===== config.mk =====
export PLATFORM = sky130hd
export DESIGN_NAME = rotary_encoder_time_setter_top
export DESIGN_NICKNAME = d
export VERILOG_FILES = /design/src/hw/rtl/rte_pkg.sv /design/src/hw/rtl/rte_step_logic.sv /design/src/hw/rtl/rotary_encoder_time_setter_top.sv
export SDC_FILE = /design/constraint.sdc
export NUM_CORES = 1
export LEC_CHECK = 0
export ABC_AREA = 1
export BUFFER_PORTS_ARGS = -buffer_cell sky130_fd_sc_hd__buf_4
export CAP_MARGIN = 10
export CORE_ASPECT_RATIO = 1.2
export CORE_MARGIN = 5
export CORE_UTILIZATION = 55
export CTS_CLUSTER_SIZE = 16
export DETAILED_ROUTE_END_ITERATION = 16
export GPL_TIMING_DRIVEN = 0
export PLACE_DENSITY = 0.75
export SYNTH_ARGS = -nofsm -noshare
export SYNTH_HDL_FRONTEND = slang
export SYNTH_SLANG_ARGS = --single-unit

===== constraint.sdc =====
create_clock -name clk -period 4.1 [get_ports clk]
set_input_delay 0.205 -clock clk [delete_from_list [all_inputs] [get_ports clk]]
set_output_delay 0.205 -clock clk [all_outputs]
set_load 0.005 [all_outputs]

===== src/hw/rtl/rte_pkg.sv =====
// Shared types and constants for the rotary encoder time setter.
// Word structs for both channels, pin and step codes, saturating update helper.
// No dependencies.
package rte_pkg;

  localparam logic [1:0] FUNC_CAPTURE = 2'd0;
  localparam logic [1:0] FUNC_ROTATE  = 2'd1;
  localparam logic [1:0] FUNC_LOAD    = 2'd2;
  localparam logic [1:0] FUNC_NONE    = 2'd3;

  localparam logic [1:0] PINS_LOW  = 2'b00;
  localparam logic [1:0] PINS_B    = 2'b01;
  localparam logic [1:0] PINS_A    = 2'b10;
  localparam logic [1:0] PINS_HIGH = 2'b11;

  localparam logic [1:0] STEP_NONE = 2'd0;
  localparam logic [1:0] STEP_UP   = 2'd1;
  localparam logic [1:0] STEP_DOWN = 2'd2;

  localparam logic [1:0] SEL_HOURS   = 2'd0;
  localparam logic [1:0] SEL_MINUTES = 2'd1;
  localparam logic [1:0] SEL_SECONDS = 2'd2;

  localparam logic [5:0] HOURS_MAX   = 6'd23;
  localparam logic [5:0] MINUTES_MAX = 6'd59;

  localparam logic [15:0] HOLDOFF_RESET = 16'd100;

  typedef struct packed {
    logic [1:0]  func;
    logic        pin_a;
    logic        pin_b;
    logic [31:0] now_ms;
    logic        vertical_mode;
    logic        horizontal_mode;
    logic [1:0]  field_select;
    logic [4:0]  load_hours;
    logic [5:0]  load_minutes;
    logic [5:0]  load_seconds;
  } in_t;

  typedef struct packed {
    logic       menu_pointer;
    logic [4:0] hours;
    logic [5:0] minutes;
    logic [5:0] seconds;
    logic [1:0] step;
  } out_t;

  typedef struct packed {
    logic [1:0] pins;
    logic       pointer;
    logic [4:0] hours;
    logic [5:0] minutes;
    logic [5:0] seconds;
  } state_t;

  function automatic logic [5:0] bump(input logic [5:0] v, input logic [5:0] limit,
                                      input logic up);
    logic [5:0] r;
    r = v;
    if (up) begin
      if (v < limit) r = v + 6'd1;
    end else begin
      if (v != 6'd0 && v <= limit) r = v - 6'd1;
    end
    return r;
  endfunction

endpackage


===== src/hw/rtl/rte_step_logic.sv =====
// Per-word update logic: quadrature decode, hold-off check and field update.
// Purely combinational; depends on rte_pkg.
module rte_step_logic #(
  parameter int STAMP_BITS = 32
) (
  input  rte_pkg::in_t           item,
  input  rte_pkg::state_t        cur,
  input  logic [STAMP_BITS-1:0]  last_step,
  input  logic [15:0]            holdoff,
  output rte_pkg::state_t        nxt,
  output logic [STAMP_BITS-1:0]  last_step_nxt,
  output logic [1:0]             step
);
  import rte_pkg::*;

  logic [1:0]            pins;
  logic [1:0]            dir;
  logic [STAMP_BITS-1:0] now_stamp;
  logic [STAMP_BITS-1:0] elapsed;
  logic                  up;

  assign pins      = {item.pin_a, item.pin_b};
  assign now_stamp = STAMP_BITS'(item.now_ms);
  assign elapsed   = now_stamp - last_step;
  assign up        = (dir == STEP_UP);

  always_comb begin
    if ((cur.pins == PINS_A && pins == PINS_HIGH) || (cur.pins == PINS_B && pins == PINS_LOW)) begin
      dir = STEP_UP;
    end else if ((cur.pins == PINS_A && pins == PINS_LOW) ||
                 (cur.pins == PINS_B && pins == PINS_HIGH)) begin
      dir = STEP_DOWN;
    end else begin
      dir = STEP_NONE;
    end
  end

  always_comb begin
    nxt           = cur;
    last_step_nxt = last_step;
    step          = STEP_NONE;
    unique case (item.func)
      FUNC_CAPTURE: begin
        nxt.pins = pins;
      end
      FUNC_LOAD: begin
        nxt.hours   = item.load_hours;
        nxt.minutes = item.load_minutes;
        nxt.seconds = item.load_seconds;
      end
      FUNC_ROTATE: begin
        nxt.pins = pins;
        if (dir != STEP_NONE && elapsed > STAMP_BITS'(holdoff)) begin
          if (item.vertical_mode) begin
            nxt.pointer = up;
          end else if (item.horizontal_mode) begin
            case (item.field_select)
              SEL_HOURS:   nxt.hours   = 5'(bump({1'b0, cur.hours}, HOURS_MAX, up));
              SEL_MINUTES: nxt.minutes = bump(cur.minutes, MINUTES_MAX, up);
              SEL_SECONDS: nxt.seconds = bump(cur.seconds, MINUTES_MAX, up);
              default: ;
            endcase
          end
          last_step_nxt = now_stamp;
          step          = dir;
        end
      end
      default: ;
    endcase
  end

endmodule


===== src/hw/rtl/rotary_encoder_time_setter_top.sv =====
// Top level of the rotary encoder time setter.
// Input register, state and result register; depends on rte_pkg and rte_step_logic.
//
// Usage:
//   in_*  : one word per encoder event (capture pins, rotation sample, load time).
//           Accepted when in_valid is high and in_stall is low.
//   out_* : exactly one result word per input word, in order: pointer, time
//           fields after the word, and the accepted step code.
//           Taken when out_valid is high and out_stall is low.
//   cfg_* : write of the 16-bit hold-off in milliseconds; cfg_ready is always
//           high. Write only while no word is in flight.
// out_valid rises once an accepted word has left the input register and its
// result is in the result register, which waits while a stalled result is held.
// One word is accepted every cycle while results are taken; the input register
// and the result register each hold one word, so in_stall rises only when both
// hold a word and out_stall is high. Stall holds the result word unchanged.
// Reset (rst_n low, synchronous) empties both registers, sets hold-off to 100,
// pins to both high, last step time, pointer and time fields to zero.
module rotary_encoder_time_setter_top #(
  parameter int STAMP_BITS = 32
) (
  input  logic          clk,
  input  logic          rst_n,
  input  logic          in_valid,
  output logic          in_stall,
  input  rte_pkg::in_t  in_data,
  output logic          out_valid,
  input  logic          out_stall,
  output rte_pkg::out_t out_data,
  input  logic          cfg_valid,
  output logic          cfg_ready,
  input  logic [15:0]   cfg_data
);
  import rte_pkg::*;

  logic                  s1_valid_r;
  in_t                   s1_data_r;
  logic                  out_valid_r;
  out_t                  out_data_r;
  state_t                state_r;
  state_t                state_nxt;
  logic [STAMP_BITS-1:0] last_step_r;
  logic [STAMP_BITS-1:0] last_step_nxt;
  logic [15:0]           holdoff_r;
  logic [1:0]            step;
  logic                  advance;
  logic                  fire;

  assign advance   = !out_valid_r || !out_stall;
  assign fire      = s1_valid_r && advance;
  assign in_stall  = s1_valid_r && !advance;
  assign cfg_ready = 1'b1;
  assign out_valid = out_valid_r;
  assign out_data  = out_data_r;

  rte_step_logic #(
    .STAMP_BITS(STAMP_BITS)
  ) u_step (
    .item         (s1_data_r),
    .cur          (state_r),
    .last_step    (last_step_r),
    .holdoff      (holdoff_r),
    .nxt          (state_nxt),
    .last_step_nxt(last_step_nxt),
    .step         (step)
  );

  always_ff @(posedge clk) begin
    if (!rst_n) begin
      s1_valid_r    <= 1'b0;
      out_valid_r   <= 1'b0;
      holdoff_r     <= HOLDOFF_RESET;
      state_r.pins  <= PINS_HIGH;
      state_r.pointer <= 1'b0;
      state_r.hours   <= '0;
      state_r.minutes <= '0;
      state_r.seconds <= '0;
      last_step_r   <= '0;
    end else begin
      if (cfg_valid && cfg_ready) begin
        holdoff_r <= cfg_data;
      end
      if (!in_stall) begin
        s1_valid_r <= in_valid;
      end
      if (fire) begin
        state_r     <= state_nxt;
        last_step_r <= last_step_nxt;
        out_valid_r <= 1'b1;
      end else if (advance) begin
        out_valid_r <= 1'b0;
      end
    end
  end

  always_ff @(posedge clk) begin
    if (in_valid && !in_stall) begin
      s1_data_r <= in_data;
    end
    if (fire) begin
      out_data_r.menu_pointer <= state_nxt.pointer;
      out_data_r.hours        <= state_nxt.hours;
      out_data_r.minutes      <= state_nxt.minutes;
      out_data_r.seconds      <= state_nxt.seconds;
      out_data_r.step         <= step;
    end
  end

endmodule


# Yosys cells after proc, flatten, opt, wreduce, memory -nomap -nowiden
# Cells that the tools add are included.
[op_classes] addsub=7 magnitude_cmp=7 eq_ne=8 mux=22 n_reduce_logical=30
[op_table] cell="two-way mux 6 bit" count=8
[op_table] cell="two-way mux 17 bit" count=2
[op_table] cell="case mux 17 bit (2 select lines)" count=1
[op_table] cell="> comparator 32 x 16 -> 1 bit" count=1
[op_table] cell="subtractor 32 bit" count=1
[op_table] cell="two-way mux 5 bit" count=4
[op_table] cell="two-way mux 18 bit" count=1
[op_table] cell="adder 6 x 1 -> 6 bit, second input constant" count=2
[op_table] cell="less-or-equal comparator 6 bit, second input constant" count=2
[op_table] cell="< comparator 6 bit, second input constant" count=2
[op_table] cell="nonzero test 6 bit" count=2
[op_table] cell="subtractor 6 x 1 -> 6 bit, second input constant" count=2
[op_table] cell="logical AND 1 bit" count=11
[op_table] cell="== test 2 x 1 -> 1 bit, second input constant" count=4
[op_table] cell="== test 2 bit, second input constant" count=4
[op_table] cell="logical NOT 2 bit" count=3
[op_table] cell="adder 5 x 1 -> 5 bit, second input constant" count=1
[op_table] cell="less-or-equal comparator 5 bit, second input constant" count=1
[op_table] cell="< comparator 5 bit, second input constant" count=1
[op_table] cell="nonzero test 5 bit" count=1
[op_table] cell="subtractor 5 x 1 -> 5 bit, second input constant" count=1
[op_table] cell="logical NOT 1 bit" count=4
[op_table] cell="two-way mux 1 bit" count=4
[op_table] cell="two-way mux 2 bit" count=2
[op_table] cell="other kinds (5)" count=9
[word_totals] ff_bits=147 inputBits=78 out_inout_bits=23 word_cells=98

# Logic depth before layout (Yosys ltp)
# Gate-level depths: netlist (run 1).
[depth] depth_word=12 depth_mapped=31 ltp_nobuf=31

# Modules after synthesis
# A second synthesis (run 1) with hierarchy kept.
[hier_totals] cells_unflattened=1696 area_unflattened_um2=10940.5
[modules_own_cells] mod="rte_step_logic" instances=1 cells_per_inst=1198 area_per_inst_um2=5686.7 seq_area_each_um2=0.0
[modules_own_cells] mod="rotary_encoder_time_setter_top" instances=1 cells_per_inst=498 area_per_inst_um2=5253.8 seq_area_each_um2=3713.6

# Worst setup path after synthesis (run 1)
# No wires, ideal clock.
[synth_timing] path_type="register to register" startpoint="reg s1_data_r[21] in the netlist's numbering" endpoint="reg out_data_r, in the netlist out_data[13], data pin" setup_time_ns=0.251 arrival_ns=3.193 required_time_ns=3.849 path_slack_ns=0.656 path_stages_with_launch=29 n_path_buf=1 period_less_slack_ns=3.444 cell_sequence="edfxtp_1 > inv_1 > ha_1 > fa_1 > inv_1 > nand3_1 > nand3_1 > nand3_1 > nand3_1 > xor2_1 > ha_1 > nand2_1 > nor2_1 > nand3_1 > nor2_1 > nand4_1 > nand2_1 > nand3_1 > nor2_1 > nand2_1 > nor2_2 > nand2_4 > nand2_8 > buf_4 > nand2_1 > nand3_1 > nand2_1 > nand2_1 > inv_1"
[synth_lines] item="start: declaration" line="rotary_encoder_time_setter_top.sv:37" source="in_t s1_data_r;"
[synth_lines] item="start signal: assignment" line="rotary_encoder_time_setter_top.sv:98" source="s1_data_r <= in_data;"
[synth_lines] item="end: declaration" line="rotary_encoder_time_setter_top.sv:39" source="out_t out_data_r;"

# Worst setup path after layout (run 1)
[layout_timing] startpoint="reg s1_data_r[23] in the netlist's numbering" endpoint="reg last_step_r[6]"
[layout_between] elab_chain_len=4
[layout_rtl] item="subtractor 32 bit" line="rte_step_logic.sv:24" source="assign elapsed = now_stamp - last_step;"
[layout_rtl] item="> comparator 32 x 16 -> 1 bit" line="rte_step_logic.sv:53" source="if (dir != STEP_NONE && elapsed > STAMP_BITS'(holdoff)) begin"
[layout_rtl] item="logical AND 1 bit" line="rte_step_logic.sv:53"
[layout_rtl] item="AND reduction 3 bit (no line)"
[layout_rtl] item="end signal: assignment" line="rotary_encoder_time_setter_top.sv:88" source="last_step_r <= last_step_nxt;"
[layout_rtl] item="end: declaration" line="rotary_encoder_time_setter_top.sv:42" source="logic [STAMP_BITS-1:0] last_step_r;"
# Every way passes these cells.
# A chain may end at the register's enable or synchronous reset.

==> metrics.csv, run 1 <==
stage;metric;value;unit
synthesis;syn_area;10100;sq um
floorplan;initial_core_util;55.7;%
worst_setup_path;critPathMostFrequentCell;nand2_1;
grt;track_usage;26.1;%
pwr;switching_share;30.6;%
run_status;outcome;completed;
pwr;cellPowerDensity;335;nW/um^2
finish;multiInputGateArea;5410;sq um
finish;area.sequential;3710;sq um
finish;final_core_util;70.0;%
grt;overflow;0;
job;cap_violations;0;
grt;antenna_found_initial;0;
worst_setup_path;start_kind;flop;
clocking;cts_tree;yes;
worst_setup_path;slowest_delay;0.42;ns
finish;fin_nets;1824;
timing;finalSetupTns;0;ns
routing;drtIter0Drc;591;
routing;vias_per_cell;5.20;
finish;drive_gt1_share;13.2;%
min_path;hp-class;input pin to flop;
timing;fin_worst_skew;0.0136;ns
timing;max_freq;250;MHz
worst_setup_path;crit_arrival;4.31;ns
pwr;seq_power_share;39.7;%
pwr;peakVddDrop;0.291;mV
synthesis;synth_fp_nets;1633;
clocking;insertion_delay;0.43;ns
timing;finalSetupViolCount;0;
worst_setup_path;cp-end-kind;flop;
synthesis;ys_seq_area_share;36.8;%
pwr;leakage;6.39;nW
synthesis;synth.avg_cell_area;6.74;sq um
routing;met2WireLength;15400;um
clocking;clkSinkCount;147;
grt;grt_pass1_wl;44000;um
timing;fin_crit_sh;97.5;%
clocking;htreeDepth;4;
floorplan;dieArea;21200;sq um
routing;wl_per_cell;15.1;um
placed_design;dpl.hpwl;21000;um
timing;hold_viol;0;
routing;topRoutingLayerUsed;met4;
routing;wl_met3;1120;um
synthesis;synth-seq-cells;147;
synthesis;synth-edff-count;77;
worst_setup_path;critPathSlowestCell;edfxtp_1;
clocking;cts-buffers-inserted;17;
clocking;cts-root-buf;clkbuf_16;
clocking;path_clk_slew;0.06;ns
finish;n_fill_cell;1534;
synthesis;synthArstFlopShare;0;%
placed_design;gp_congestion;0.973;
pwr;p_sw;0.00130;W
timing;slew_headroom;25.4;%
grt;grt_pass1_vias;9282;
synthesis;synth_cells;1498;
timing;tightest_slew;1.12;ns
placed_design;dp.cells;1821;
worst_setup_path;crit_fanout;10;
routing;antenna_left;0;
pwr;p_int;0.00295;W
pwr;p_total;0.00425;W
grt;grt_max_degree;37;
placed_design;portBuffers;98;
floorplan;core.rowCount;54;
floorplan;core_area;18100;sq um
worst_setup_path;crit_type;flop to flop;
floorplan;die_w;134;um
finish;antenna_cells;0;
pwr;combPwrFrac;24.2;%
synthesis;synth.distinct_cells;43;
routing;firstDrtPassIters;5;
routing;vias;10000;
routing;drc;0;
worst_setup_path;required;4.41;ns
pwr;clock_power_share;36.1;%
synthesis;ys_warn_count;0;
routing;wirelength;29100;um
floorplan;ioPinCount;101;
finish;stdcell_count;1926;
routing;met1Wirelength;11600;um
floorplan;die_h;158;um
clocking;cts.path.max_buffers;2;
worst_setup_path;crit_family;simple AND/OR/NAND/NOR gates;
synthesis;ys.flop_type;edfxtp_1;
timing;period_needed;4.00;ns
worst_setup_path;crit_buf_inv;3;
finish;syn2layout_area_growth;25.5;%
timing;slew_viol_final;0;
[path summary, 6_finish.rpt]
path / slack (ns) / start / end / depth (start not counted)
setup / recovery: 0.10 / s1_data_r[23] / last_step_r[6] / 30
hold / removal: 0.01 / cfg_data[0] / holdoff_r[0] / 3
setup reg to reg: 0.10 / s1_data_r[23] / last_step_r[6] / 30
hold reg to reg: 0.46 / last_step_r[15] / last_step_r[15] / 2
[metrics by stage]
step / setup WS [ns] / hold slack [ns] / cell area, sq um
after global routing: -0.0847 / 0.0102 / 12700
final: 0.104 / 0.0131 / 12700
after floorplan: 0.656 / 0.304 / 10100
after global placement: -0.187 / 0.383 / 11100
after detailed placement: -0.226 / 0.384 / 11100
after CTS: 0.0324 / 0.00157 / 12300
[Yosys cell counts (all sizes together), types with 4 or more instances]
| cell | count | area, sq um |
|---|---|---|
| nand2 | 537 | 2080 |
| inv | 247 | 927 |
| a21oi | 113 | 569 |
| nand3 | 104 | 526 |
| o21ai | 100 | 504 |
| nor2 | 82 | 337 |
| edfxtp | 77 | 2310 |
| dfxtp | 70 | 1400 |
| ha | 56 | 701 |
| clkbuf | 31 | 116 |
| xor2 | 21 | 184 |
| buf | 17 | 140 |
| nand4 | 10 | 62.6 |
| o211ai | 7 | 52.6 |
| clkinv | 6 | 22.5 |
| nor3 | 4 | 30.0 |
[per-layer routing]
metal	vias to the layer above	track usage [%]
met5	-	0
met3	73	4.27
met2	277	49.7
li1	5115	-
met1	4552	29.1
met4	0	10.3
[layout by cell type (no fill, tap or decap), types with 8 or more instances in the layout]
master	count
a21oi_1	110
buf_4	109
clkbuf_1	34
clkbuf_16	18
dfxtp_1	70
dlygate4sd3_1	60
edfxtp_1	77
ha_1	43
ha_4	11
inv_1	239
inv_2	8
nand2_1	514
nand2_2	20
nand3_1	97
nand4_1	10
nor2_1	74
o21ai_0	72
o21ai_1	27
xor2_1	20
[tightest hold or removal path, delay by kind of cell]
kind	cells	cell delay (ns)
and+or+nand+nor	2	0.12
buffers and inverters	1	0.08
[repair_timing]
action                                 4_1_cts  5_1_grt
hold buffers                                60        0
cloned                                       0        2
resized for setup                            3       44
setup endpoints to repair                   51       68
buffers inserted                             1       11
pin swaps                                    1       12
endpoints found under the hold margin       60        0
[cell type report]
type                       count  share of cell area, %
clock buffer                  21                   3.48
multi-input combinational   1051                   42.7
sequential                   147                   29.3
clock inverter                11                   1.03
buffer                        47                   2.01
tap                          224                   2.21
timing repair buffer         172                   11.8
inverter                     253                   7.50
[flip-flops by register name, summed over array words and instances, names as in the netlist]
| signal | cells |
|---|---|
| holdoff_r | 16 |
| last_step_r | 32 |
| out_data | 20 |
| out_valid | 1 |
| s1_data_r | 57 |
| s1_valid_r | 1 |
| state_r | 20 |
[power groups by stage]
| stage | logic [W] | clock network, W | registers (W) |
|---|---|---|---|
| floorplan | 0.000646 | 0 | 0.00170 |
| global placement | 0.000899 | 0 | 0.00171 |
| detailed placement | 0.000919 | 0 | 0.00171 |
| CTS | 0.000971 | 0.00154 | 0.00168 |
| global route | 0.00116 | 0.00163 | 0.00169 |
| finish | 0.00103 | 0.00153 | 0.00168 |
[cells by family (layout without fill, tap and decap cells)]
| group | Yosys count | in the layout | synth area share, % |
|---|---|---|---|
| simple gates | 744 | 745 | 30.6 |
| compound gates | 224 | 224 | 11.4 |
| other cells | 1 | 1 | 0.0371 |
| flops | 147 | 147 | 36.8 |
| buf+inv | 301 | 504 | 11.9 |
| fa+ha+maj | 57 | 57 | 7.14 |
| xor+xnor | 24 | 24 | 2.08 |
No activity file was read; power rests on OpenSTA's default activity.
==> run 2: changes to the inputs <==
CORE_MARGIN = 2   (was 5)
==> run 2 against run 1 <==
Against the previous run: die area down 8.1%; clock power about the same; combinational power about the same; final cell count down 0.42%; hold slack better by 0.0014 ns; sequential power about the same; clock skew down 0.0020 ns; fmax up 0.52%; global-route usage up 2.9 points; first-iteration DRC count down 1.7%; critical path type unchanged; register-to-register slack better by 0.02 ns.
==> metrics.csv, run 2 (synthesis results as in run 1) <==
stage;metric;value;unit;change
worst_setup_path;cp-end-kind;flop;;
timing;fin_crit_sh;97.0;%;-0.51 points
floorplan;core_area;18100;sq um;unchanged
run_status;outcome;completed;;
finish;antenna_cells;0;;unchanged
finish;fin_nets;1816;;-0.44%
placed_design;portBuffers;98;;unchanged
grt;track_usage;29.0;%;+2.9 points
placed_design;gp_congestion;0.949;;-2.4%
grt;grt_max_degree;40;;+8.1%
worst_setup_path;crit_buf_inv;6;;+3
worst_setup_path;slowest_delay;0.41;ns;about the same
min_path;hp-class;input pin to flop;;
grt;grt_pass1_wl;44900;um;+2.1%
finish;design_area;12600;sq um;-0.40%
clocking;cts-buffers-inserted;17;;unchanged
job;cap_violations;0;;unchanged
timing;finalSetupTns;0;ns;unchanged
pwr;peakVddDrop;0.296;mV;+1.7%
clocking;cts.path.max_buffers;2;;unchanged
worst_setup_path;critPathSlowestCell;fa_2;;
finish;largest_reg_flops;57;;unchanged
placed_design;post_dp_cell_area;11100;sq um;unchanged
timing;slew_viol_final;0;;unchanged
worst_setup_path;reg2regPathDepth;28;;-6.7%
grt;grt_pass1_vias;9632;;+3.8%
timing;period_needed;3.98;ns;-0.0208 ns
worst_setup_path;crit_arrival;4.15;ns;-0.16 ns
timing;max_freq;252;MHz;+0.52%
floorplan;initial_core_util;55.7;%;unchanged
worst_setup_path;start_kind;flop;;
worst_setup_path;crit_type;flop to flop;;
routing;drc;0;;unchanged
timing;hold_viol;0;;unchanged
worst_setup_path;crit_family;simple AND/OR/NAND/NOR gates;;
routing;drtIter0Drc;581;;-1.7%
worst_setup_path;path_depth;28;;-6.7%
worst_setup_path;critPathMostFrequentCell;nand2_1;;
clocking;cts_tree;yes;;
worst_setup_path;crit_path_start;s1_data_r[21];;
clocking;clkSinkCount;147;;unchanged
finish;layout_commonest_cell;nand2_1;;
finish;area.sequential;3710;sq um;unchanged
pwr;leakage;6.35;nW;-0.61%
timing;tightest_slew;0.891;ns;-0.228 ns
worst_setup_path;reg2reg_to;out_data[9];;
routing;vias_per_cell;5.17;;-0.63%
grt;overflow;0;;unchanged
finish;syn2layout_area_growth;25.0;%;
grt;antenna_found_initial;0;;unchanged
routing;wl_per_cell;14.8;um;-1.8%
finish;drive_gt1_share;13.0;%;-0.17 points
routing;vias;9913;;-1.0%
floorplan;dieArea;19500;sq um;-8.1%
finish;n_fill_cell;1569;;+2.3%
routing;antenna_left;0;;unchanged
pwr;cellPowerDensity;337;nW/um^2;+0.69%
clocking;insertion_delay;0.43;ns;about the same
clocking;cts-root-buf;clkbuf_16;;
routing;wirelength;28500;um;-2.2%
floorplan;ioPinCount;101;;unchanged
pwr;p_total;0.00426;W;+0.29%
worst_setup_path;endpoint;out_data[9];;
worst_setup_path;timing.rr.start;s1_data_r[21];;
finish;regMostFlops;s1_data_r;;
routing;firstDrtPassIters;7;;+2
timing;slew_headroom;40.6;%;+15 points
worst_setup_path;required;4.28;ns;-0.13 ns
worst_setup_path;worst-r2r-setup-slack;0.12;ns;+0.02 ns
timing;fin_worst_skew;0.0116;ns;-0.00201 ns
worst_setup_path;crit_fanout;6;;-4
clocking;htreeDepth;4;;unchanged
floorplan;die_h;152;um;-3.8%
placed_design;dpl.hpwl;20800;um;-0.61%
timing;finalSetupViolCount;0;;unchanged
clocking;path_clk_slew;0.06;ns;about the same
finish;most-common-layout-cells;nand2_1, inv_1, a21oi_1;;
finish;largestRegisters;s1_data_r: 57 flops, last_step_r: 32 flops;;
finish;multiInputGateArea;5420;sq um;+0.14%
floorplan;core.rowCount;54;;unchanged
floorplan;die_w;128;um;-4.5%
==> run 2: cell types whose count changed in the layout (fill, tap and decap cells not counted), moves of 2 or more <==
cell | previous run | this run
buf_12 | 3 | 1
buf_4 | 109 | 104
buf_8 | 2 | 4
clkbuf_1 | 34 | 31
clkinv_1 | 6 | 8
clkinv_4 | 2 | 4
clkinvlp_4 | 4 | 2
inv_6 | 2 | 4
==> run 2: layout make-up <==
type	count	area share, %
Sequential cell	147	29.4
Inverter	253	7.53
Timing Repair Buffer	164	11.2
Clock buffer	18	3.40
Multi-Input combinational cell	1050	42.9
Clock inverter	14	1.21
Tap cell	224	2.22
Buffer	48	2.10
==> run 2: per-layer routing <==
metal	vias up	track usage [%]	share of wire, %
met1	4525	32.2	41
met2	224	55.9	53
met5	-	0	0
li1	5108	-	-
met3	56	3.86	3.4
met4	0	9.58	2.6
==> run 2: worst min path at each step <==
stage | from | end | depth (start not counted) | slack, ns
final | cfg_data[5] | holdoff_r[5] | 3 | 0.01
after global routing | cfg_data[5] | holdoff_r[5] | 3 | 0.02
after CTS | cfg_data[5] | holdoff_r[5] | 3 | 0.001
after detailed placement | in_data[17] | s1_data_r[17] | 1 | 0.38
after global placement | in_data[49] | s1_data_r[49] | 1 | 0.38
after floorplan | in_data[0] | s1_data_r[0] | 0 | 0.30
==> run 2: stage by stage <==
step	setup WS [ns]	utilization, %	hold slack (ns)	instances
6_report	0.124	69.7	0.0145	1918
5_1_grt	-0.0594	69.7	0.0207	1918
4_1_cts	0.0254	68.2	0.00125	1913
3_5_place_dp	-0.149	61.5	0.384	1821
3_3_place_gp	-0.138	61.4	0.383	1820
2_1_floorplan	0.656	-	0.304	1498
==> run 2: worst min-delay path, delay by kind of cell <==
kind	cells	cell delay, ns
AO/OA/AOI/OAI	2	0.12
buffers and inverters	1	0.08
==> run 2: repair_timing <==
action | CTS | global route
hold endpoints to repair | 59 | 0
setup buffers | 1 | 4
gates resized for setup | 6 | 40
pin swaps | 1 | 12
cloned | 0 | 1
endpoints found under the setup margin | 50 | 68
hold buffers | 59 | 0
==> run 2: where the power goes <==
| part | leakage, nW | total (W) | internal, W | switching, W |
|---|---|---|---|---|
| clock network | 0.277 | 0.00155 | 0.000903 | 0.000651 |
| logic | 4.76 | 0.00102 | 0.000402 | 0.000617 |
| registers | 1.32 | 0.00169 | 0.00164 | 0.0000470 |
| total | 6.35 | 0.00426 | 0.00294 | 0.00131 |
